--- config.mk ---
export PLATFORM = sky130hd
export DESIGN_NAME = pcx_rle_scanline_decoder_core
export DESIGN_NICKNAME = d
export VERILOG_FILES = /design/src/design/pcxrle_pkg.sv /design/src/design/pcxrle_front.sv /design/src/design/pcxrle_cmd_fifo.sv /design/src/design/pcxrle_back.sv /design/src/design/pcx_rle_scanline_decoder_core.sv
export SDC_FILE = /design/constraint.sdc
export NUM_CORES = 1
export LEC_CHECK = 0
export ABC_AREA = 1
export BUFFER_PORTS_ARGS = -buffer_cell sky130_fd_sc_hd__buf_2
export CAP_MARGIN = 10
export CORE_MARGIN = 4
export CORE_UTILIZATION = 35
export DETAILED_ROUTE_END_ITERATION = 10
export GPL_TIMING_DRIVEN = 1
export PLACE_DENSITY = 0.62
export SETUP_SLACK_MARGIN = 0.5
export SYNTH_ARGS = -nofsm -noshare
export SYNTH_HDL_FRONTEND = slang
export SYNTH_SLANG_ARGS = --single-unit
export TNS_END_PERCENT = 10
--- constraint.sdc ---
create_clock -name clock -period 5.6 [get_ports clock]
set_clock_uncertainty 0.05 [all_clocks]
set_input_delay 1.12 -clock clock [delete_from_list [all_inputs] [get_ports clock]]
set_output_delay 1.12 -clock clock [all_outputs]
set_load 0.01 [all_outputs]
--- src/design/pcxrle_pkg.sv ---
// ----------------------------------------------------------------------------
// pcxrle_pkg
// shared types and constants for the pcx run-length scan-line decoder
// ----------------------------------------------------------------------------
package pcxrle_pkg;

   localparam int CMD_DEPTH = 4;

   localparam logic [15:0] BPL_RESET  = 16'd80;
   localparam logic [7:0]  PLC_RESET  = 8'd1;
   localparam logic [15:0] LNC_RESET  = 16'd1;
   localparam logic [31:0] DLEN_RESET = 32'd0;

   localparam logic [1:0] RUN_MARK = 2'b11;

   typedef enum logic [1:0] {
      REG_BYTES_PER_LINE = 2'd0,
      REG_PLANE_COUNT    = 2'd1,
      REG_LINE_COUNT     = 2'd2,
      REG_DATA_LENGTH    = 2'd3
   } reg_index_type;

   typedef enum logic [1:0] {
      ST_DATA    = 2'd0,
      ST_OVERRUN = 2'd1,
      ST_AFTER   = 2'd2,
      ST_UNUSED  = 2'd3
   } status_type;

   typedef enum logic [1:0] {
      CMD_LIT     = 2'd0,
      CMD_RUN     = 2'd1,
      CMD_COUNT   = 2'd2,
      CMD_OVERRUN = 2'd3
   } cmd_kind_type;

   typedef enum logic {
      BK_IDLE = 1'b0,
      BK_EXEC = 1'b1
   } back_state_type;

   typedef struct packed {
      cmd_kind_type kind;
      logic [7:0]   data;
      logic [5:0]   run_len;
   } cmd_type;

   typedef struct packed {
      logic [15:0] bytes_per_line;
      logic [7:0]  plane_count;
      logic [15:0] line_count;
   } geom_type;

endpackage

--- src/design/pcxrle_front.sv ---
// ----------------------------------------------------------------------------
// pcxrle_front
// accepts encoded bytes, counts them against the data length and classifies
// each one as literal, run count, run data or overrun
// ----------------------------------------------------------------------------
module pcxrle_front (
   input  logic               clock,
   input  logic               reset,
   input  logic               take,
   input  logic [7:0]         data_in,
   input  logic [31:0]        data_length,
   output pcxrle_pkg::cmd_type cmd
);
   import pcxrle_pkg::*;

   logic        run_pending_ff, run_pending_in;
   logic [5:0]  run_len_ff, run_len_in;
   logic [31:0] consumed_ff, consumed_in;
   logic        overrun;

   always_comb begin
      consumed_in    = consumed_ff;
      run_pending_in = run_pending_ff;
      run_len_in     = run_len_ff;
      if (consumed_ff != 32'hFFFF_FFFF) begin
         consumed_in = consumed_ff + 32'd1;
      end
      overrun     = consumed_in > data_length;
      cmd.data    = data_in;
      cmd.run_len = run_len_ff;
      if (overrun) begin
         cmd.kind = CMD_OVERRUN;
      end else if (run_pending_ff) begin
         cmd.kind       = CMD_RUN;
         run_pending_in = 1'b0;
         run_len_in     = 6'd0;
      end else if (data_in[7:6] == RUN_MARK) begin
         cmd.kind       = CMD_COUNT;
         run_pending_in = 1'b1;
         run_len_in     = data_in[5:0];
      end else begin
         cmd.kind = CMD_LIT;
      end
   end

   always_ff @(posedge clock) begin
      if (reset) begin
         run_pending_ff <= 1'b0;
         run_len_ff     <= 6'd0;
         consumed_ff    <= 32'd0;
      end else if (take) begin
         run_pending_ff <= run_pending_in;
         run_len_ff     <= run_len_in;
         consumed_ff    <= consumed_in;
      end
   end

endmodule

--- src/design/pcxrle_cmd_fifo.sv ---
// ----------------------------------------------------------------------------
// pcxrle_cmd_fifo
// short command queue between the front and the back
// ----------------------------------------------------------------------------
module pcxrle_cmd_fifo #(
   parameter int DEPTH = pcxrle_pkg::CMD_DEPTH
) (
   input  logic                clock,
   input  logic                reset,
   input  logic                push,
   input  pcxrle_pkg::cmd_type push_cmd,
   output logic                full,
   input  logic                pop,
   output pcxrle_pkg::cmd_type pop_cmd,
   output logic                empty
);
   import pcxrle_pkg::*;

   localparam int PW = (DEPTH > 1) ? $clog2(DEPTH) : 1;
   localparam int CW = $clog2(DEPTH + 1);
   localparam logic [PW-1:0] LAST_PTR = PW'(DEPTH - 1);
   localparam logic [CW-1:0] FULL_CNT = CW'(DEPTH);

   cmd_type         slot_ff [DEPTH];
   logic [PW-1:0]   wr_ptr_ff, wr_ptr_in;
   logic [PW-1:0]   rd_ptr_ff, rd_ptr_in;
   logic [CW-1:0]   count_ff, count_in;
   logic            do_push, do_pop;

   assign full    = count_ff == FULL_CNT;
   assign empty   = count_ff == '0;
   assign do_push = push && !full;
   assign do_pop  = pop && !empty;
   assign pop_cmd = slot_ff[rd_ptr_ff];

   always_comb begin
      wr_ptr_in = wr_ptr_ff;
      rd_ptr_in = rd_ptr_ff;
      count_in  = count_ff;
      if (do_push) begin
         wr_ptr_in = (wr_ptr_ff == LAST_PTR) ? '0 : wr_ptr_ff + PW'(1);
      end
      if (do_pop) begin
         rd_ptr_in = (rd_ptr_ff == LAST_PTR) ? '0 : rd_ptr_ff + PW'(1);
      end
      if (do_push && !do_pop) begin
         count_in = count_ff + CW'(1);
      end else if (do_pop && !do_push) begin
         count_in = count_ff - CW'(1);
      end
   end

   always_ff @(posedge clock) begin
      if (reset) begin
         wr_ptr_ff <= '0;
         rd_ptr_ff <= '0;
         count_ff  <= '0;
      end else begin
         wr_ptr_ff <= wr_ptr_in;
         rd_ptr_ff <= rd_ptr_in;
         count_ff  <= count_in;
      end
   end

   always_ff @(posedge clock) begin
      if (do_push) begin
         slot_ff[wr_ptr_ff] <= push_cmd;
      end
   end

   a_count_bound: assert property (@(posedge clock) disable iff (reset)
      count_ff <= FULL_CNT)
      else $error("command queue count beyond depth");

endmodule

--- src/design/pcxrle_back.sv ---
// ----------------------------------------------------------------------------
// pcxrle_back
// carries out queued commands: expands runs, tracks column, plane and line,
// and holds the result register
// ----------------------------------------------------------------------------
module pcxrle_back (
   input  logic                 clock,
   input  logic                 reset,
   input  pcxrle_pkg::geom_type geom,
   input  logic                 cmd_empty,
   input  pcxrle_pkg::cmd_type  cmd_head,
   output logic                 cmd_pop,
   output logic                 rsp_empty,
   input  logic                 rsp_pop,
   output logic [7:0]           rsp_pixel_byte,
   output logic [15:0]          rsp_column,
   output logic [7:0]           rsp_plane,
   output logic [15:0]          rsp_line,
   output logic                 rsp_last_of_item,
   output logic                 rsp_image_done,
   output logic [1:0]           rsp_status
);
   import pcxrle_pkg::*;

   back_state_type state_ff, state_in;
   cmd_type        cmd_ff;
   logic [5:0]     remain_ff, remain_in;
   logic [15:0]    col_ff, col_in;
   logic [7:0]     pl_ff, pl_in;
   logic [15:0]    ln_ff, ln_in;
   logic           finished_ff, finished_in;

   logic           valid_ff, valid_in;
   logic [7:0]     px_ff, px_in;
   logic [15:0]    ocol_ff, ocol_in;
   logic [7:0]     opl_ff, opl_in;
   logic [15:0]    oln_ff, oln_in;
   logic           last_ff, last_in;
   logic           done_ff, done_in;
   status_type     st_ff, st_in;

   logic           out_free;
   logic [15:0]    bpl_eff, lnc_eff;
   logic [7:0]     plc_eff;
   logic [16:0]    col_inc, ln_inc;
   logic [8:0]     pl_inc;
   logic           line_end, plane_end, image_end;
   logic           advance;

   assign out_free = !valid_ff || rsp_pop;
   assign bpl_eff  = (geom.bytes_per_line == 16'd0) ? 16'd1 : geom.bytes_per_line;
   assign plc_eff  = (geom.plane_count == 8'd0) ? 8'd1 : geom.plane_count;
   assign lnc_eff  = (geom.line_count == 16'd0) ? 16'd1 : geom.line_count;
   assign col_inc  = {1'b0, col_ff} + 17'd1;
   assign pl_inc   = {1'b0, pl_ff} + 9'd1;
   assign ln_inc   = {1'b0, ln_ff} + 17'd1;
   assign line_end  = col_inc >= {1'b0, bpl_eff};
   assign plane_end = pl_inc >= {1'b0, plc_eff};
   assign image_end = ln_inc >= {1'b0, lnc_eff};

   // position update for one decoded byte
   always_comb begin
      col_in      = col_ff;
      pl_in       = pl_ff;
      ln_in       = ln_ff;
      finished_in = finished_ff;
      if (advance) begin
         if (line_end) begin
            col_in = 16'd0;
            if (plane_end) begin
               pl_in = 8'd0;
               if (image_end) begin
                  ln_in       = 16'd0;
                  finished_in = 1'b1;
               end else begin
                  ln_in = ln_inc[15:0];
               end
            end else begin
               pl_in = pl_inc[7:0];
            end
         end else begin
            col_in = col_inc[15:0];
         end
      end
   end

   always_comb begin
      state_in  = state_ff;
      remain_in = remain_ff;
      cmd_pop   = 1'b0;
      advance   = 1'b0;
      valid_in  = valid_ff && !rsp_pop;
      px_in     = px_ff;
      ocol_in   = ocol_ff;
      opl_in    = opl_ff;
      oln_in    = oln_ff;
      last_in   = last_ff;
      done_in   = done_ff;
      st_in     = st_ff;
      case (state_ff)
         BK_IDLE: begin
            if (!cmd_empty) begin
               cmd_pop   = 1'b1;
               remain_in = cmd_head.run_len;
               state_in  = BK_EXEC;
            end
         end
         BK_EXEC: begin
            if (finished_ff) begin
               if (out_free) begin
                  valid_in = 1'b1;
                  px_in    = 8'd0;
                  ocol_in  = 16'd0;
                  opl_in   = 8'd0;
                  oln_in   = 16'd0;
                  last_in  = 1'b1;
                  done_in  = 1'b0;
                  st_in    = ST_AFTER;
                  state_in = BK_IDLE;
               end
            end else begin
               case (cmd_ff.kind)
                  CMD_COUNT: begin
                     state_in = BK_IDLE;
                  end
                  CMD_OVERRUN: begin
                     if (out_free) begin
                        valid_in = 1'b1;
                        px_in    = 8'd0;
                        ocol_in  = 16'd0;
                        opl_in   = 8'd0;
                        oln_in   = 16'd0;
                        last_in  = 1'b1;
                        done_in  = 1'b0;
                        st_in    = ST_OVERRUN;
                        state_in = BK_IDLE;
                     end
                  end
                  CMD_LIT, CMD_RUN: begin
                     if (cmd_ff.kind == CMD_RUN && remain_ff == 6'd0) begin
                        state_in = BK_IDLE;
                     end else if (out_free) begin
                        advance  = 1'b1;
                        valid_in = 1'b1;
                        px_in    = cmd_ff.data;
                        ocol_in  = col_ff;
                        opl_in   = pl_ff;
                        oln_in   = ln_ff;
                        done_in  = line_end && plane_end && image_end;
                        st_in    = ST_DATA;
                        last_in  = (cmd_ff.kind == CMD_LIT) || (remain_ff == 6'd1) ||
                                   line_end;
                        remain_in = remain_ff - 6'd1;
                        if (last_in) begin
                           state_in = BK_IDLE;
                        end
                     end
                  end
                  default: begin
                     state_in = BK_IDLE;
                  end
               endcase
            end
         end
         default: begin
            state_in = BK_IDLE;
         end
      endcase
   end

   always_ff @(posedge clock) begin
      if (reset) begin
         state_ff    <= BK_IDLE;
         remain_ff   <= 6'd0;
         col_ff      <= 16'd0;
         pl_ff       <= 8'd0;
         ln_ff       <= 16'd0;
         finished_ff <= 1'b0;
         valid_ff    <= 1'b0;
      end else begin
         state_ff    <= state_in;
         remain_ff   <= remain_in;
         col_ff      <= col_in;
         pl_ff       <= pl_in;
         ln_ff       <= ln_in;
         finished_ff <= finished_in;
         valid_ff    <= valid_in;
      end
   end

   always_ff @(posedge clock) begin
      if (cmd_pop) begin
         cmd_ff <= cmd_head;
      end
      px_ff   <= px_in;
      ocol_ff <= ocol_in;
      opl_ff  <= opl_in;
      oln_ff  <= oln_in;
      last_ff <= last_in;
      done_ff <= done_in;
      st_ff   <= st_in;
   end

   assign rsp_empty        = !valid_ff;
   assign rsp_pixel_byte   = px_ff;
   assign rsp_column       = ocol_ff;
   assign rsp_plane        = opl_ff;
   assign rsp_line         = oln_ff;
   assign rsp_last_of_item = last_ff;
   assign rsp_image_done   = done_ff;
   assign rsp_status       = st_ff;

   a_finished_sticky: assert property (@(posedge clock) disable iff (reset)
      finished_ff |=> finished_ff)
      else $error("finished flag dropped");

   a_error_last: assert property (@(posedge clock) disable iff (reset)
      (valid_ff && st_ff != ST_DATA) |-> (last_ff && !done_ff && px_ff == 8'd0))
      else $error("error transaction not marked last");

   a_done_last: assert property (@(posedge clock) disable iff (reset)
      (valid_ff && done_ff) |-> (last_ff && finished_ff))
      else $error("image end without last or finished");

endmodule

--- src/design/pcx_rle_scanline_decoder_core.sv ---
// ----------------------------------------------------------------------------
// pcx_rle_scanline_decoder_core
// pcx run-length decoder for the image data after the 128-byte header
// ----------------------------------------------------------------------------
// input: one encoded byte per transaction on req_data_in, taken when req_push
// is high and req_full is low. a front stage counts and classifies each byte
// and queues a command; a back stage expands it into decoded bytes.
// results: the oldest result sits on the rsp_ ports while rsp_empty is low
// and is taken when rsp_pop is high. each byte with its column, plane, line.
// a run count byte gives no result; its data byte gives up to 63 results,
// cut short at the end of the plane line. status 1 flags a byte beyond the
// configured data length, status 2 a byte after the image is complete.
// the back stage pops a command while idle, then carries it out; within a
// run it emits one result per cycle while the result register is free.
// a stalled receiver holds the result register; the command queue then
// fills and req_full rises. csr_ writes load geometry and data length and
// must be made by the user only while the block is idle; the block does
// not enforce it. reset clears all positions and counts and reloads the
// register defaults.
// ----------------------------------------------------------------------------
module pcx_rle_scanline_decoder_core #(
   parameter int CMD_DEPTH = pcxrle_pkg::CMD_DEPTH
) (
   input  logic        clock,
   input  logic        reset,
   input  logic        req_push,
   output logic        req_full,
   input  logic [7:0]  req_data_in,
   output logic        rsp_empty,
   input  logic        rsp_pop,
   output logic [7:0]  rsp_pixel_byte,
   output logic [15:0] rsp_column,
   output logic [7:0]  rsp_plane,
   output logic [15:0] rsp_line,
   output logic        rsp_last_of_item,
   output logic        rsp_image_done,
   output logic [1:0]  rsp_status,
   input  logic        csr_write_enable,
   input  logic [1:0]  csr_index,
   input  logic [31:0] csr_write_data
);
   import pcxrle_pkg::*;

   logic [15:0] bpl_ff;
   logic [7:0]  plc_ff;
   logic [15:0] lnc_ff;
   logic [31:0] dlen_ff;
   geom_type    geom;
   cmd_type     front_cmd, head_cmd;
   logic        take, q_empty, q_pop;

   always_ff @(posedge clock) begin
      if (reset) begin
         bpl_ff  <= BPL_RESET;
         plc_ff  <= PLC_RESET;
         lnc_ff  <= LNC_RESET;
         dlen_ff <= DLEN_RESET;
      end else if (csr_write_enable) begin
         case (reg_index_type'(csr_index))
            REG_BYTES_PER_LINE: bpl_ff  <= csr_write_data[15:0];
            REG_PLANE_COUNT:    plc_ff  <= csr_write_data[7:0];
            REG_LINE_COUNT:     lnc_ff  <= csr_write_data[15:0];
            REG_DATA_LENGTH:    dlen_ff <= csr_write_data;
            default: begin
            end
         endcase
      end
   end

   assign geom.bytes_per_line = bpl_ff;
   assign geom.plane_count    = plc_ff;
   assign geom.line_count     = lnc_ff;
   assign take = req_push && !req_full;

   pcxrle_front u_front (
      .clock       (clock),
      .reset       (reset),
      .take        (take),
      .data_in     (req_data_in),
      .data_length (dlen_ff),
      .cmd         (front_cmd)
   );

   pcxrle_cmd_fifo #(
      .DEPTH (CMD_DEPTH)
   ) u_queue (
      .clock    (clock),
      .reset    (reset),
      .push     (take),
      .push_cmd (front_cmd),
      .full     (req_full),
      .pop      (q_pop),
      .pop_cmd  (head_cmd),
      .empty    (q_empty)
   );

   pcxrle_back u_back (
      .clock            (clock),
      .reset            (reset),
      .geom             (geom),
      .cmd_empty        (q_empty),
      .cmd_head         (head_cmd),
      .cmd_pop          (q_pop),
      .rsp_empty        (rsp_empty),
      .rsp_pop          (rsp_pop),
      .rsp_pixel_byte   (rsp_pixel_byte),
      .rsp_column       (rsp_column),
      .rsp_plane        (rsp_plane),
      .rsp_line         (rsp_line),
      .rsp_last_of_item (rsp_last_of_item),
      .rsp_image_done   (rsp_image_done),
      .rsp_status       (rsp_status)
   );

endmodule
[Word-level counts from Yosys, hierarchy flattened]
Memory sizes are Yosys's and may differ from the RTL's. A register that Yosys moved wholly into a read port is not among the register bits.
Cells that the tools add are included.
Cells by class
  add/subtract/negate cells: 9
  multiply operators: 0
  div/mod/pow operators: 0
  magnitude comparators: 4
  eq/ne operators: 22
  shift operators: 0
  multiplexer cells: 83
  bitwise logic cells: 2
  reductions and logical operators: 41
Operators by type and width (count)
  two-way mux 16 bit: 12
  two-way mux 8 bit: 10
  one-hot mux 16 bit (2 select lines): 2
  two-way mux 6 bit: 7
  adder 16 x 1 -> 17 bit (second input constant): 2
  >= comparator 17 x 16 -> 1 bit: 2
  adder 32 x 1 -> 32 bit (second input constant): 1
  > comparator 32 bit: 1
  logical NOT 16 bit: 2
  two-way mux 32 bit: 1
  != test 32 bit (second input constant): 1
  one-hot mux 8 bit (2 select lines): 2
  two-way mux 1 bit: 28
  two-way mux 2 bit: 12
  == test 2 bit (second input constant): 7
  != test 2 bit (second input constant): 6
  one-hot mux 6 bit (2 select lines): 1
  AND reduction 2 bit: 6
  adder 8 x 1 -> 9 bit (second input constant): 1
  >= comparator 9 x 8 -> 1 bit: 1
  logical AND 1 bit: 9
  logical NOT 8 bit: 1
  one-hot mux 1 bit (2 select lines): 4
  AND reduction 4 bit: 2
  25 further kinds: 40
Word-level totals
  register bits after elaboration: 229
  latch bits: 0
  memory bits (writable): 64
  bits in read-only memories: 0
  output and inout bits: 54
  word-level logic and storage cells: 188
  memories kept: 1
Memory list
  u_queue.slot_ff: depth 4, width 16, rd ports 1, clocked after Yosys merged registers in 1, wr ports 1, line pcxrle_cmd_fifo.sv:24  | cmd_type slot_ff [DEPTH];

[Depth between registers and ports, before layout]
Gate-level depths: netlist (run 1).
  depth after elaboration: 10
  depth in mapped cells: 28
  depth with buffers taken out: 26

[Modules after synthesis]
From an unflattened synthesis (run 1), not the netlist that was laid out.
Second synthesis, totals
  cell total of the unflattened synthesis: 2010
  area total of the unflattened synthesis: 15656.3 um^2
By module, submodules not included
  pcxrle_back: instances 1, cells each 776, area an instance 6383.6 um^2, sequential area each 2842.7 um^2
  pcxrle_front: instances 1, cells each 551, area an instance 3445.8 um^2, sequential area each 780.7 um^2
  pcx_rle_scanline_decoder_core: instances 1, cells each 458, area an instance 2967.8 um^2, sequential area each 1441.4 um^2
  pcxrle_cmd_fifo: instances 1, cells each 225, area an instance 2859.0 um^2, sequential area each 2102.0 um^2

[Worst setup path after synthesis (run 1)]
Ideal clock, no wire load.
  path type: input to register
  start: in rsp_pop
  end: reg u_back.ocol_ff[0] (netlist: u_back.rsp_column[0]) (enable)
  library setup time: 0.474 ns
  arrival time: 3.645 ns
  required time: 5.076 ns
  path slack: 1.431 ns
  stages: 2
  cells stage by stage: nor2_1 a21oi_1
Between the ends
  cells in the longest elaborated chain, start to end: 3
RTL lines
  from (decl): line pcx_rle_scanline_decoder_core.sv:30  | input logic rsp_pop,
  logical OR 1 bit: line pcxrle_back.sv:50  | assign out_free = !valid_ff || rsp_pop;
  != test 3 x 1 -> 1 bit (no source line)
  AND reduction 4 bit (no source line)
  to (signal assigned): line pcxrle_back.sv:196  | ocol_ff <= ocol_in;
  to (decl): line pcxrle_back.sv:35  | logic [15:0] ocol_ff, ocol_in;
Every way passes these cells.
A chain may end at the register's enable or synchronous reset.

[Final worst setup path (run 1)]
  start: reg u_front.consumed_ff[1]
  end: reg u_front.run_len_ff[5]
Between the ends
  cells in the longest elaborated chain, start to end: 5
  elaborated cells between the ends (all ways): 6
  classes of those cells: add/sub: 1; order compare: 1; eq/ne: 1; mux: 1; bitwise: 1; reduce/logical: 1
RTL lines
  from (decl): line pcxrle_front.sv:18  | logic [31:0] consumed_ff, consumed_in;
  from (signal assigned): line pcxrle_front.sv:54  | consumed_ff <= consumed_in;
  adder 32 x 1 -> 32 bit or != test 32 bit (tied branches): line pcxrle_front.sv:26, pcxrle_front.sv:25
  two-way mux 32 bit *: line pcxrle_front.sv:25  | if (consumed_ff != 32'hFFFF_FFFF) begin
  net u_front.consumed_in[29]: line pcxrle_front.sv:18
  > comparator 32 bit *: line pcxrle_front.sv:28  | overrun = consumed_in > data_length;
  NOT 1 bit (no source line) *
  AND reduction 3 bit (no source line) *
  to (signal assigned): line pcxrle_front.sv:53  | run_len_ff <= run_len_in;
  to (decl): line pcxrle_front.sv:17  | logic [5:0] run_len_ff, run_len_in;
Mark *: on every way through the listed nets, which the timed path passes. The rest lies on a longest branch.

==> results of run 1 <==
## sequential cells by signal (all words and copies together), names as in the netlist, 2 cells and up, named ones only
register,flops
u_queue.slot_ff,64
dlen_ff,32
u_front.consumed_ff,32
bpl_ff,16
lnc_ff,16
u_back.col_ff,16
u_back.ln_ff,16
u_back.rsp_column,16
u_back.rsp_line,16
u_back.cmd_ff,10
plc_ff,8
u_back.pl_ff,8
u_back.rsp_pixel_byte,8
u_back.rsp_plane,8
u_back.remain_ff,6
u_front.run_len_ff,6
u_queue.count_ff,3
u_back.rsp_status,2
u_queue.rd_ptr_ff,2
u_queue.wr_ptr_ff,2
## through the flow
step	utilization [%]	power [W]	hold slack, ns
finish	40.3	0.00651	0.410
global route	40.3	0.00691	0.440
CTS	40.3	0.00659	0.417
detailed placement	37.9	0.00454	0.402
global placement	37.9	0.00450	0.399
floorplan	-	0.00399	0.378
## critical path: cells and delay by family, from the launching register on
| family | cells | cell delay (ns) |
|---|---|---|
| flops | 1 | 0.41 |
| compound gates | 4 | 0.50 |
| simple gates | 10 | 1.77 |
| buf+inv | 2 | 0.42 |
| fa+ha+maj | 2 | 0.51 |
## layout by cell type, fill, tap and decap left out, types with 3 or more instances in the layout
| cell type | count |
|---|---|
| nor3_1 | 27 |
| a22o_1 | 16 |
| dfxtp_1 | 169 |
| ha_1 | 84 |
| clkbuf_16 | 31 |
| nand2_1 | 305 |
| edfxtp_1 | 126 |
| nand2_2 | 6 |
| inv_1 | 259 |
| buf_2 | 100 |
| o22ai_1 | 17 |
| nor4_1 | 13 |
| buf_4 | 12 |
| a41o_1 | 3 |
| clkbuf_1 | 8 |
| xor2_1 | 59 |
| a21oi_1 | 162 |
| nand3_2 | 3 |
| nor2_1 | 149 |
| nor2_4 | 4 |
| clkinv_2 | 7 |
| nor2_2 | 6 |
| nor3_2 | 4 |
| o211ai_1 | 5 |
| inv_2 | 4 |
| o21ai_0 | 201 |
| clkbuf_8 | 5 |
| nand4_1 | 28 |
| o21ai_1 | 6 |
| nand3_1 | 42 |
## cell usage after synthesis, types with 2 or more instances
library cell | count | area (sq um)
nand4_1 | 28 | 175
dfxtp_1 | 169 | 3380
nor4_2 | 2 | 25.0
buf_2 | 6 | 30.0
o31ai_1 | 2 | 15.0
nor3_2 | 4 | 40.0
o22ai_1 | 17 | 106
a41o_1 | 3 | 30.0
nand2_2 | 6 | 37.5
a21oi_1 | 163 | 816
a22o_1 | 16 | 140
inv_1 | 260 | 976
xor2_1 | 59 | 517
nand3_4 | 2 | 35.0
nand3_1 | 43 | 215
o21ai_1 | 6 | 30.0
inv_2 | 3 | 11.3
ha_1 | 84 | 1050
nor2_1 | 151 | 567
edfxtp_1 | 126 | 3780
buf_6 | 4 | 45.0
a211oi_1 | 2 | 15.0
a21o_1 | 2 | 15.0
a32o_1 | 2 | 20.0
buf_1 | 3 | 11.3
nor3_1 | 27 | 135
o21ai_0 | 201 | 1010
nand2_1 | 305 | 1140
o211ai_1 | 5 | 37.5
o21a_1 | 2 | 15.0
nor4_1 | 13 | 81.3
nor2_2 | 5 | 31.3
o21bai_1 | 2 | 15.0
clkbuf_1 | 53 | 199
xnor2_1 | 2 | 17.5
nor2_4 | 3 | 33.8
nand3_2 | 2 | 20.0
## worst paths after layout
| kind | endpoint | cells past startpoint | start | slack [ns] |
|---|---|---|---|---|
| worst min register to register | dlen_ff[0] | 2 | dlen_ff[0] | 0.41 |
| worst max register to register | u_front.run_len_ff[5] | 18 | u_front.consumed_ff[1] | 1.76 |
| worst max-delay path | u_front.run_len_ff[5] | 18 | u_front.consumed_ff[1] | 1.76 |
| worst min-delay path | dlen_ff[0] | 2 | dlen_ff[0] | 0.41 |
## per-layer routing
layer	vias to the layer above	wire length, um
met5	-	0
met4	0	760
met3	60	1670
met2	225	17100
met1	5501	16800
li1	6138	-
## report_power, final
group	switching [W]	total (W)	internal, W
logic	0.00107	0.00159	0.000516
registers	0.000214	0.00289	0.00268
clock network	0.000850	0.00203	0.00118
## cell families (layout without fill, tap and decap cells)
group / count (synthesis) / count (layout) / synth area share, %
compound gates: 426 / 426 / 15.3
buf+inv: 330 / 432 / 8.56
xor+xnor: 61 / 61 / 3.58
simple gates: 597 / 597 / 17.4
flops: 295 / 295 / 48.0
fa+ha+maj: 85 / 85 / 7.17
## area by class of cell
cell class / count / area [sq um] / area share [%]
timing repair buffer: 112 / 591 / 3.49
clock inverter: 13 / 126 / 0.746
inverter: 263 / 987 / 5.83
clock buffer: 44 / 875 / 5.16
multi-input combinational: 1169 / 6520 / 38.5
sequential: 295 / 7170 / 42.3
tap: 539 / 674 / 3.98
==> impl_metrics.toml, run 1 <==
[outcome]
outcome = "completed"

[final_layout]
final_cell_area_sq_um = 16900
areaGrowthSynthToFinish_pct = 13.4
final_nets = 2004
layout-drive-gt1-share_pct = 10.4
diodes = 0
fin_cells = 2435
fillCellCount = 4271

[logic_synthesis]
yosysWarnings = 0
syn_nets = 1926
synth_flop_cell = "dfxtp_1"
async_reset_ff_share_pct = 0
synth-seq-cells = 295
ys_seq_area_share_pct = 48.0
syn_avg_cell_area_sq_um = 8.33
synth_edf_count = 126
syn_area_sq_um = 14900
synth_cell_types = 48
synthCells = 1794

[global_routing]
grt-ovfl-total = 0
grt_util_met2_pct = 26.2
grt_max_degree = 85
grt_pass1_wl_um = 58800
grt_util_all_layers_pct = 15.2
grtUsageMet1_pct = 19.9
antenna_found_initial = 0
top_usage_layer = "met2"
met3_usage_pct = 2.42
grt_pass1_vias = 11337

[sta]
rsz0062_at_grt = "no"
fmax_mhz = 260
setup_ws_ns = 1.76
min_period_over_period_pct = 68.6
slew_viol_final = 0
hold_viol = 0
final.setup.tns_ns = 0
slew_headroom_pct = 23.0
tightest_slew_ns = 1.16
setup_violations = 0
finalCriticalPeriod_ns = 3.84

[detailed_routing]
vias_per_cell = 4.90
wirelength_um = 36300
first_iter_violations = 548
detail_route.wl_per_cell_um = 14.9
ant_nets = 0
vias = 11924
drc = 0
firstDrtPassIters = 5

[setup_path]
crit_path_start_kind = "register"
cp.arrival_ns = 4.20
path_common_cell = "nand2_1"
crit_chain = "ha_1 -> nand3_1 -> inv_1 -> nand4_1 -> nor3_2 -> inv_2 -> nand2_1 -> ha_1 -> a21oi_1 -> o21ai_0 -> nor2_1 -> nand2_1 -> a21oi_1 -> nand2_1 -> nand2_1 -> nand3_1 -> nand2_1 -> a21oi_1"
worst_path_max_delay_cell = "dfxtp_1"
worstSetupEndpointType = "register"
cp_max_fo = 31
cp.required_ns = 5.95
criticalPathCategory = "register to register"
slowest_delay_ns = 0.41

[floorplanning]
rows = 75
coreArea_sq_um = 42000
dieArea_sq_um = 46100
start_util_pct = 35.5
io_pins = 101
fp.dieH_um = 215
die_w_um = 215

[place]
port-buffer-count = 100
place_area_sq_um = 15900
dp_slack_ns = 1.82
dp.cells = 2378
routabilityCongestion = 0.885
dpl.hpwl_um = 26300

[clock_network]
cts_setup_buffers = 0
clkTransAtPathRegs_ns = 0.06
cts.repair.resized = 0
clock_latency_ns = 0.58
cts.path.max_buffers = 3
root_buffer = "clkbuf_16"
tritoncts = "built"
cts_sinks = 295
cts_hold_buffers = 0
cts_buffers = 31
h-tree-depth = 1

[power_and_ir_drop]
max-vdd-ir-drop_uv = 229
leakagePower_nw = 7.24
powerDensity_nw_per_um2 = 384

[worst_hold_path]
hp-class = "register to register"

[flow_run]
maxCapViolations = 0
(Power assumes the default switching activity.)
==> run 2: changes to the inputs <==
==> constraint.sdc (replaced) <==
create_clock -name clock -period 3.58 [get_ports clock]
set_clock_uncertainty 0.05 [all_clocks]
set_input_delay 0.716 -clock clock [delete_from_list [all_inputs] [get_ports clock]]
set_output_delay 0.716 -clock clock [all_outputs]
set_load 0.01 [all_outputs]
==> run 2 against run 1 <==
Effect of this change: sequential power is 56% higher; worst hold slack worse by 0.039 ns; maximum frequency is 22% higher; die area stayed put; first-iteration DRC count is 22% higher; highest routed layer unchanged; critical path depth stayed put; non-clock buffer count is 43 higher; combinational power is 75% higher; register-to-register slack worse by 1.3 ns; count of clock-buffer cells in the layout is 1 lower.
==> impl_metrics.toml, run 2 (synthesis gave the netlist of run 1 again) <==
[floorplanning]
dieArea_sq_um = 46100
io_pins = 101
rows = 75
start_util_pct = 35.5
coreArea_sq_um = 42000
die_w_um = 215
fp.dieH_um = 215

[sta]
slew_headroom_pct = 38.0
finalCriticalPeriod_ns = 3.15
min_period_over_period_pct = 88.1
setup_violations = 0
hold_viol = 0
hold_ws_ns = 0.371
slew_viol_final = 0
tightest_slew_ns = 0.927
rsz0062_at_grt = "yes"
final.setup.tns_ns = 0
fmax_mhz = 317

[final_layout]
largest_reg_flops = 64
multi_input_area_sq_um = 7110
layout_common_cells = "293 x nand2_1, 254 x inv_1, 195 x o21ai_0"
largest-register = "u_queue.slot_ff"
final_cell_area_sq_um = 18300
reg.largest.list = "u_queue.slot_ff: 64 flops, dlen_ff: 32 flops, u_front.consumed_ff: 32 flops"
register_area_sq_um = 7220
final_nets = 2055
layout-drive-gt1-share_pct = 18.2
areaGrowthSynthToFinish_pct = 22.2
fillCellCount = 4137
layout_commonest_cell = "nand2_1"
diodes = 0
fin_cells = 2488

[setup_path]
crit_chain = "ha_4 -> nand2_1 -> nor3_2 -> nand4_1 -> nor4b_4 -> xor2_1 -> inv_1 -> ha_1 -> nand2_1 -> nor2_1 -> nand2_1 -> inv_1 -> a21oi_2 -> nand2_1 -> nand2_4 -> buf_6 -> nand4_1 -> a21oi_1"
path_common_cell = "nand2_1"
crit_family = "simple AND/OR/NAND/NOR gates"
slowest_delay_ns = 0.39
cp.arrival_ns = 3.55
worstSetupEndpointType = "register"
critPathBufInv = 3
criticalPathCategory = "register to register"
cp.required_ns = 3.98
crit_path_start_kind = "register"
cp_max_fo = 8
worst_path_max_delay_cell = "dfxtp_4"

[global_routing]
grt_pass1_vias = 11567
grt_util_all_layers_pct = 16.2
grt-ovfl-total = 0
grt_pass1_wl_um = 61800
grt_max_degree = 64
grt_util_met2_pct = 27.3
grtUsageMet1_pct = 21.5
met3_usage_pct = 2.54
antenna_found_initial = 0
top_usage_layer = "met2"

[place]
dp.cells = 2387
place_area_sq_um = 16000
port-buffer-count = 100
dpl.hpwl_um = 26800
routabilityCongestion = 0.914

[detailed_routing]
vias_per_cell = 4.94
detail_route.wl_per_cell_um = 15.7
first_iter_violations = 669
wirelength_um = 39100
ant_nets = 0
firstDrtPassIters = 7
vias = 12286
drc = 0

[clock_network]
h-tree-depth = 2
clkTransAtPathRegs_ns = 0.06
cts_hold_buffers = 0
tritoncts = "built"
cts.path.max_buffers = 3
cts_sinks = 295
cts_buffers = 34
root_buffer = "clkbuf_16"
clock_latency_ns = 0.54

[worst_hold_path]
hp-class = "input port to register"

[power_and_ir_drop]
fin_total_pwr_w = 0.0111
powerDensity_nw_per_um2 = 609
max-vdd-ir-drop_uv = 293
leakagePower_nw = 7.78

[flow_run]
maxCapViolations = 0

[outcome]
outcome = "completed"
## run 2: cell types whose count changed in the layout (fill, tap and decap cells not counted), sizes merged
| cell | delta |
|---|---|
| buf | +43 |
| bufinv | +6 |
| clkinv | +2 |
| nand2 | +2 |
| clkbuf | -1 |
| nor2 | +1 |
## run 2: stage by stage
stage	util, %	setup WS [ns]
5_1_grt	43.4	0.264
6_report	43.4	0.425
2_1_floorplan	-	0.519
3_5_place_dp	38.1	-0.104
3_3_place_gp	38.1	-0.0344
4_1_cts	42.1	0.456
## run 2: worst paths after layout
kind / from / endpoint / slack [ns] / cells after the start
worst max register to register: u_front.consumed_ff[1] / u_front.run_len_ff[3] / 0.43 / 18
worst min register to register: dlen_ff[19] / dlen_ff[19] / 0.41 / 2
worst min-delay path: req_data_in[0] / u_queue.slot_ff[1][6] / 0.37 / 1
worst max-delay path: u_front.consumed_ff[1] / u_front.run_len_ff[3] / 0.43 / 18
## run 2: final cells by class
| cell class | count | share of cell area (%) |
|---|---|---|
| sequential | 295 | 39.5 |
| clock buffer | 43 | 5.18 |
| tap | 539 | 3.69 |
| timing repair inverter | 2 | 0.0959 |
| clock inverter | 19 | 1.61 |
| multi-input combinational | 1172 | 38.9 |
| inverter | 263 | 5.56 |
| timing repair buffer | 155 | 5.41 |
## run 2: metal layers
layer / up-vias / part of all wire [%]
met5: - / 0
met4: 0 / 2.3
met3: 60 / 4.6
met2: 252 / 48
met1: 5714 / 45
li1: 6260 / -
## run 2: repair_timing
| item | 4_1_cts | 5_1_grt |
|---|---|---|
| setup endpoints to repair | 54 | 59 |
| pin swaps | 20 | 42 |
| cloned | 4 | 1 |
| gates resized for setup | 66 | 98 |
| setup buffers | 15 | 19 |
## run 2: where the power goes
group	leakage, nW	total (W)	switching (W)	internal [W]
Clock	0.604	0.00382	0.00143	0.00239
Combinational	4.60	0.00279	0.00183	0.000959
Sequential	2.58	0.00451	0.000322	0.00419
==> run 3: changes to the inputs <==
--- a/config.mk
+++ b/config.mk
@@ -12,7 +12,7 @@
 export CORE_UTILIZATION = 35
 export DETAILED_ROUTE_END_ITERATION = 10
 export GPL_TIMING_DRIVEN = 1
-export PLACE_DENSITY = 0.62
+export PLACE_DENSITY = 0.64
 export SETUP_SLACK_MARGIN = 0.5
 export SYNTH_ARGS = -nofsm -noshare
 export SYNTH_HDL_FRONTEND = slang
==> constraint.sdc (replaced) <==
create_clock -name clock -period 2.9 [get_ports clock]
set_clock_uncertainty 0.05 [all_clocks]
set_input_delay 0.58 -clock clock [delete_from_list [all_inputs] [get_ports clock]]
set_output_delay 0.58 -clock clock [all_outputs]
set_load 0.01 [all_outputs]
==> run 3 against run 2 <==
Effect of this change: the run now ends with negative setup slack left; worst setup slack lost 0.63 ns; die area stayed put; clock power increased by 16%; worst hold slack worse by 0.14 ns; via count rose by 3.2%; design area grew 4.6%; sequential power rose by 23%; sequential share of layout area decreased by 1.8 points; non-clock buffer count increased by 115; critical path type unchanged; critical endpoint is now u_front.run_len_ff[5]; largest power group unchanged.
==> impl_metrics.toml, run 3 (synthesis gave the netlist of run 1 again) <==
[place]
routabilityCongestion = 0.896
dpl.hpwl_um = 27800
port-buffer-count = 100
dp_slack_ns = -0.468

[final_layout]
layout-drive-gt1-share_pct = 24.9
largest_reg_flops = 64
areaGrowthSynthToFinish_pct = 27.8
fillCellCount = 4068
final_nets = 2167
layout_common_cells = "269 x nand2_1, 250 x inv_1, 191 x o21ai_0"
reg.largest.list = "u_queue.slot_ff: 64 flops, dlen_ff: 32 flops, u_front.consumed_ff: 32 flops"
layout_commonest_cell = "nand2_1"
largest-register = "u_queue.slot_ff"
diodes = 0

[detailed_routing]
vias_per_cell = 4.88
vias = 12676
firstDrtPassIters = 5
drc = 0
ant_nets = 0
detail_route.wl_per_cell_um = 15.0
wirelength_um = 38900
first_iter_violations = 691

[power_and_ir_drop]
leakagePower_nw = 8.30
max-vdd-ir-drop_uv = 441
fin_total_pwr_w = 0.0137
powerDensity_nw_per_um2 = 715

[floorplanning]
io_pins = 101
dieArea_sq_um = 46100
die_w_um = 215
fp.dieH_um = 215
coreArea_sq_um = 42000
start_util_pct = 35.5
rows = 75

[sta]
finalCriticalPeriod_ns = 3.10
fmax_mhz = 322
min_period_over_period_pct = 107
setup_ws_ns = -0.203
tightest_slew_ns = 0.792
rsz0062_at_grt = "yes"
final.setup.tns_ns = -3.11
setup_violations = 31
slew_viol_final = 0
slew_headroom_pct = 47.1
hold_viol = 0
hold_ws_ns = 0.236

[setup_path]
reg2reg_from = "u_front.consumed_ff[7]"
crit_family = "simple AND/OR/NAND/NOR gates"
slowest_delay_ns = 0.37
criticalPathCategory = "register to register"
critPathLaunch = "u_front.consumed_ff[7]"
path_common_cell = "nand4_1"
cp.arrival_ns = 3.51
cp.required_ns = 3.31
worst_path_max_delay_cell = "dfxtp_2"
crit_path_start_kind = "register"
cp_max_fo = 7
critPathBufInv = 4
worstSetupEndpointType = "register"
crit_chain = "nand2_2 -> nor3_4 -> nand4_1 -> nor3_4 -> clkinv_4 -> buf_6 -> buf_4 -> nand2_2 -> ha_1 -> nand4_1 -> nor3_2 -> nand4_1 -> nand2_4 -> buf_6 -> nand4_1 -> a21oi_1"

[clock_network]
root_buffer = "clkbuf_16"
clock_latency_ns = 0.55
h-tree-depth = 2
clkTransAtPathRegs_ns = 0.06
cts.path.max_buffers = 3
cts_buffers = 34
tritoncts = "built"
cts_sinks = 295

[global_routing]
antenna_found_initial = 0
grt_util_all_layers_pct = 16.3
grt-ovfl-total = 0
grt_max_degree = 78
grt_pass1_vias = 12186
grt_pass1_wl_um = 62600

[flow_run]
maxCapViolations = 0

[outcome]
outcome = "complete, but fails checks"
violations = "negative setup slack"

[worst_hold_path]
worstHoldStart = "req_data_in[2]"
hp-class = "input port to register"
[run 3: power by group]
part,switching (W),internal [W]
clock,0.00177,0.00266
sequential,0.000373,0.00518
combinational,0.00231,0.00136
[run 3: routing by layer]
metal / global-route usage [%] / share of wire [%] / wire length, um
met1: 21.1 / 45 / 17700
met2: 28.1 / 48 / 18700
met3: 3.16 / 4.3 / 1690
met4: 4.37 / 2.1 / 802
met5: 0 / 0 / 0
[run 3: layout make-up]
type / count / area [sq um] / share of cell area, %
inverters: 263 / 992 / 5.19
clock buffers: 41 / 897 / 4.70
repair buffers: 270 / 1870 / 9.80
clock inverters: 20 / 241 / 1.26
well taps: 539 / 674 / 3.53
repair inverters: 2 / 12.5 / 0.0655
multi-input cells: 1169 / 7210 / 37.7
flip-flops and latches: 295 / 7210 / 37.7
[run 3: path summary, 6_finish.rpt]
path	endpoint	slack, ns	cells past startpoint
max reg2reg	u_front.run_len_ff[5]	-0.20	16
min reg2reg	dlen_ff[0]	0.41	2
min	u_queue.slot_ff[2][8]	0.24	1
max	u_front.run_len_ff[5]	-0.20	16
[run 3: metrics by stage]
| step | utilization [%] | std cells | instance area [sq um] |
|---|---|---|---|
| after detailed placement | 40.9 | 2530 | 17200 |
| after floorplan | - | 1794 | 15000 |
| final | 45.4 | 2599 | 19100 |
| after global placement | 40.9 | 2530 | 17200 |
| after global routing | 45.4 | 2599 | 19100 |
| after CTS | 44.5 | 2593 | 18700 |
[run 3: worst register-to-register path, cell delays in order, from the launching register on]
cell,delay (ns)
dfxtp_2,0.37
nand2_2,0.10
nor3_4,0.18
nand4_1,0.19
nor3_4,0.34
clkinv_4,0.19
buf_6,0.16
buf_4,0.12
nand2_2,0.07
ha_1,0.12
nand4_1,0.11
nor3_2,0.24
nand4_1,0.21
nand2_4,0.17
buf_6,0.13
nand4_1,0.08
a21oi_1,0.18
[run 3: timing repair]
item / CTS / global route
cloned: 1 / 2
pin swaps: 65 / 35
hold buffers: 0 / 0
endpoints found under the setup margin: 60 / 60
buffers inserted: 1 / 4
gates resized for setup: 93 / 94
